$ cat config.mk
export PLATFORM = sky130hd
export DESIGN_NAME = rc4_ram
export DESIGN_NICKNAME = d
export VERILOG_FILES = /design/src/hw/rtl/rc4_ram.sv
export SDC_FILE = /design/constraint.sdc
export NUM_CORES = 2
export LEC_CHECK = 0
export ABC_AREA = 0
export BUFFER_PORTS_ARGS = -buffer_cell sky130_fd_sc_hd__buf_2
export CORE_UTILIZATION = 50
export DETAILED_ROUTE_END_ITERATION = 10
export GPL_TIMING_DRIVEN = 0
export HOLD_SLACK_MARGIN = 0.02
export PLACE_DENSITY = 0.68
export SETUP_SLACK_MARGIN = 0.05
export SLEW_MARGIN = 20
export SYNTH_ARGS = -nofsm -noshare
export SYNTH_HDL_FRONTEND = slang
export SYNTH_SLANG_ARGS = --single-unit
$ cat constraint.sdc
create_clock -name clk -period 2 [get_ports clk]
set_clock_uncertainty 0.1 [all_clocks]
set_input_delay 0.1 -clock clk [delete_from_list [all_inputs] [get_ports clk]]
set_output_delay 0.1 -clock clk [all_outputs]
set_load 0.05 [all_outputs]
$ cat src/hw/rtl/rc4_ram.sv
// ---------------------------------------------------------------------------
// RC4 single-port-write RAM
// One write port and one read port with registered read data. Used for the
// permutation and for the key bytes.
// ---------------------------------------------------------------------------
module rc4_ram #(
    parameter int DEPTH = 256,
    parameter int WIDTH = 8
) (
    input  logic                     clk,
    input  logic                     we,
    input  logic [$clog2(DEPTH)-1:0] waddr,
    input  logic [WIDTH-1:0]         wdata,
    input  logic [$clog2(DEPTH)-1:0] raddr,
    output logic [WIDTH-1:0]         rdata
);

    logic [WIDTH-1:0] mem [DEPTH];
    logic [WIDTH-1:0] rdata_reg;

    // Write port.
    always_ff @(posedge clk)
    begin
        if (we)
        begin
            mem[waddr] <= wdata;
        end
    end

    // Read port; a read in the same cycle as a write returns the old data.
    always_ff @(posedge clk)
    begin
        rdata_reg <= mem[raddr];
    end

    assign rdata = rdata_reg;

endmodule

==> flow_summary_export.csv <==
group,metric,value,unit
pwr,power_frac_seq,0.534,
sta,worst-slew-pin-transition,1.25,ns
placed_design,dp_hpwl,157000,um
floorplan,count_of_standard_cell_rows,146,
layout,largest_register_ff_count,2048,
logic_synthesis,async_reset_ff_frac,0,
sta,max_freq,0.380,GHz
clock_network,cts.sinks,2056,
logic_synthesis,ys.warnings.count,0,
global_route,number_of_global_route_vias_before_repair,40700,
detailed_routing,detail_route.vias_per_cell,6.70,
detailed_routing,post-route-drc-count,0,
logic_synthesis,synth.distinct_cells,55,
logic_synthesis,synth_enable_flop_cells,2048,
logic_synthesis,synthesis.area_per_instance,21.3,um2
logic_synthesis,combinational_family_with_the_most_area_after_synthesis,"multiplexers",
sta,period_share,1.31,
global_route,grt_max_degree,133,
clock_network,worstSkewPairLatency,0.87,ns
logic_synthesis,predominant_post_synthesis_flop_cell,"edfxtp_1",
floorplan,start_util,0.503,
pwr,pwr_density_cell,969,mW/mm2
layout,final_core_utilization,0.581,
detailed_routing,remaining_antenna_violation_count,0,
critical_path,path_class,"in2reg",
logic_synthesis,yosys.area_share.adder,0,
logic_synthesis,synth_top_cells_by_area,"edfxtp_1, mux4_2, mux2i_1",
pwr,switchingPower,0.0201,W
floorplan,floorplan.die.width,401,um
clock_network,cts-root-buf,"clkbuf_16",
detailed_routing,drt_iter0_markers,6458,
sta,post-route-min-period,2.63,ns
placed_design,pre_cts_ws,-2.80,ns
sta,finalHoldWorstSlack,0.0276,ns
layout,final_design_area_no_fill,0.0919,mm2
critical_path,critPathMaxFanout,10,
placed_design,routabilityCongestion,0.939,
floorplan,fp.dieArea,0.161,mm2
pwr,ir_drop,0.000902,V
clock_network,cts.clk_slew.worst_paths,0.06,ns
logic_synthesis,synthesis.instances,3733,
logic_synthesis,synth_area_leader_cell,"edfxtp_1",
logic_synthesis,yosysTopAreaCellShare,0.773,
clock_network,clockBufferDepth,3,
pwr,share_comb_of_total_power,0.064,
logic_synthesis,seq_area_frac_synth,0.775,
detailed_routing,routed_wirelength,233000,um
floorplan,io_pins,34,
clock_network,clock_tree_from_tritoncts,"yes",
outcome,failed_checks,"negative setup slack",
pwr,total_power,0.0890,W
pwr,intPower,0.0690,W
sta,slew_headroom,0.169,
logic_synthesis,simple_gate_share_of_the_synthesized_area,0.0263,
hold_path,worstHoldPathType,"in2reg",
logic_synthesis,synth_area,0.0796,mm2
layout,syn_to_final_growth,15.5,%
detailed_routing,wire_per_inst,37.4,um
logic_synthesis,netlist_top_cells_count,"edfxtp_1, mux4_2, nor2_1, mux2i_1, a22oi_1",
global_route,grt_util_all_layers,0.292,
logic_synthesis,synth-compound-area-share,0.0342,
sta,finalSetupViolCount,200,
critical_path,worst_path_arrival_time,3.20,ns
layout,post_route_cells_drive_above_1_share,0.307,
global_route,overflow_after_grt,0,
logic_synthesis,synth.mux.area_fraction,0.146,
sta,finalHoldViolations,0,
clock_network,cts_inserted_buffers,199,
floorplan,fp.coreArea,0.158,mm2
logic_synthesis,synth_nets,3759,
pwr,power.leakage,28.1,nW
pwr,p_sw_frac,0.225,
logic_synthesis,yosys_register_bits,2056,
placed_design,portBuffers,26,
global_route,grt_antenna_before_repair,17,
pwr,power_frac_clock,0.402,
critical_path,setup.worst_path.end_class,"flip-flop",
placed_design,placed_cell_area,0.0835,mm2
sta,number_of_slew_limit_violations_in_the_final_report,0,
sta,rsz0062_at_grt,"true",
detailed_routing,detailroute.via_count,41800,
clock_network,htreeDepth,4,
outcome,run_status,"finished with violations",
logic_synthesis,synthMostInstantiatedCell,"edfxtp_1",
logic_synthesis,synthXorXnorAreaFrac,0,
global_route,wire_length_of_the_first_global_routing_pass,322000,um
flow_run,drv_cap,0,
detailed_routing,drt-pass1-iter-count,6,
critical_path,worst_setup_path_start_kind,"input port",
critical_path,worstPathRequired,2.57,ns
layout,nets,4031,
floorplan,dieHeight,401,um
sta,fin_ws,-0.629,ns
==> kinds of logic after synthesis <==
logic type | count (synthesis)
DFF | 2056
muxes | 591
AOI/OAI and AO/OA | 385
buffers and inverters | 235
and+or+nand+nor | 466
==> placed cells by master (no fill, tap or decap), drive strengths merged, types with 2 or more instances in the layout <==
cell and n:
o211ai 10, clkinvlp 4, and2 6, and3b 2
a22o 8, mux2i 134, nand3 34, or2 4
inv 7, a31oi 2, o22ai 28, o21ai 12
dfxtp 8, mux4 456, a311oi 2, nor4 27
a211oi 16, a21oi 96, o32ai 5, o22a 5
nor2b 31, buf 185, nand2 33, a22oi 133
o221ai 47, nand2b 8, nand4 10, nand3b 2
clkbuf 370, nor2 282, a221oi 14, a2111oi 5
diode 8, clkinv 80, bufinv 6, edfxtp 2048
nor3 22, dlygate4sd3 12
==> final cells by class <==
cell class	instances	area, um2
fillers	11400	66300
flip-flops and latches	2056	61700
multi-input cells	1442	18400
clock buffers	265	5370
well taps	2072	2590
plain buffers	231	1930
repair buffers	73	1180
clock inverters	95	733
diodes	8	20.0
inverters	2	8.76
==> worst paths after layout <==
kind,startpoint,endpoint,slack (ns),depth (start not counted)
hold / removal,waddr[1],mem[23][7],0.03,3
setup / recovery,raddr[5],rdata[2],-0.63,7
hold reg to reg,mem[32][5],rdata[5],1.19,6
setup reg to reg,mem[15][2],rdata[2],-0.58,5
==> worst max-delay path, cell delays in order <==
cell     delay, ns
buf_2         0.31
buf_2         0.51
or2_2         0.20
buf_1         0.85
a21oi_1       0.29
nor4_4        0.71
nor4_4        0.20
==> routing by layer <==
| metal | vias up | part of all wire | GRT usage |
|---|---|---|---|
| li1 | 16300 | - | - |
| met1 | 22000 | 0.37 | 0.400 |
| met2 | 2963 | 0.45 | 0.430 |
| met3 | 577 | 0.13 | 0.0904 |
| met4 | 4 | 0.050 | 0.136 |
| met5 | - | 0.00015 | 0.00119 |
==> power groups by stage <==
stage | clock network (W) | logic, W | registers [W]
finish | 0.0358 | 0.00571 | 0.0475
global route | 0.0374 | 0.00580 | 0.0475
CTS | 0.0359 | 0.00550 | 0.0475
detailed placement | 0 | 0.00514 | 0.0484
global placement | 0 | 0.00490 | 0.0486
floorplan | 0 | 0.00238 | 0.0486
==> stage by stage <==
| step | instances | setup TNS (ns) |
|---|---|---|
| after floorplan | 3733 | -6.47 |
| after global placement | 5831 | -6992.83 |
| after detailed placement | 5861 | -1699.75 |
| after CTS | 6234 | -4.46 |
| after global routing | 6236 | -12.54 |
| final | 6244 | -16.56 |
==> what timing repair did <==
item | in CTS | in global routing
hold buffers | 12 | 1
setup endpoints to repair | 966 | 1490
setup buffers | 3 | 1
endpoints found under the hold margin | 1564 | 8
gates resized for setup | 352 | 203
pin swaps | 32 | 22
(Power assumes the default switching activity.)
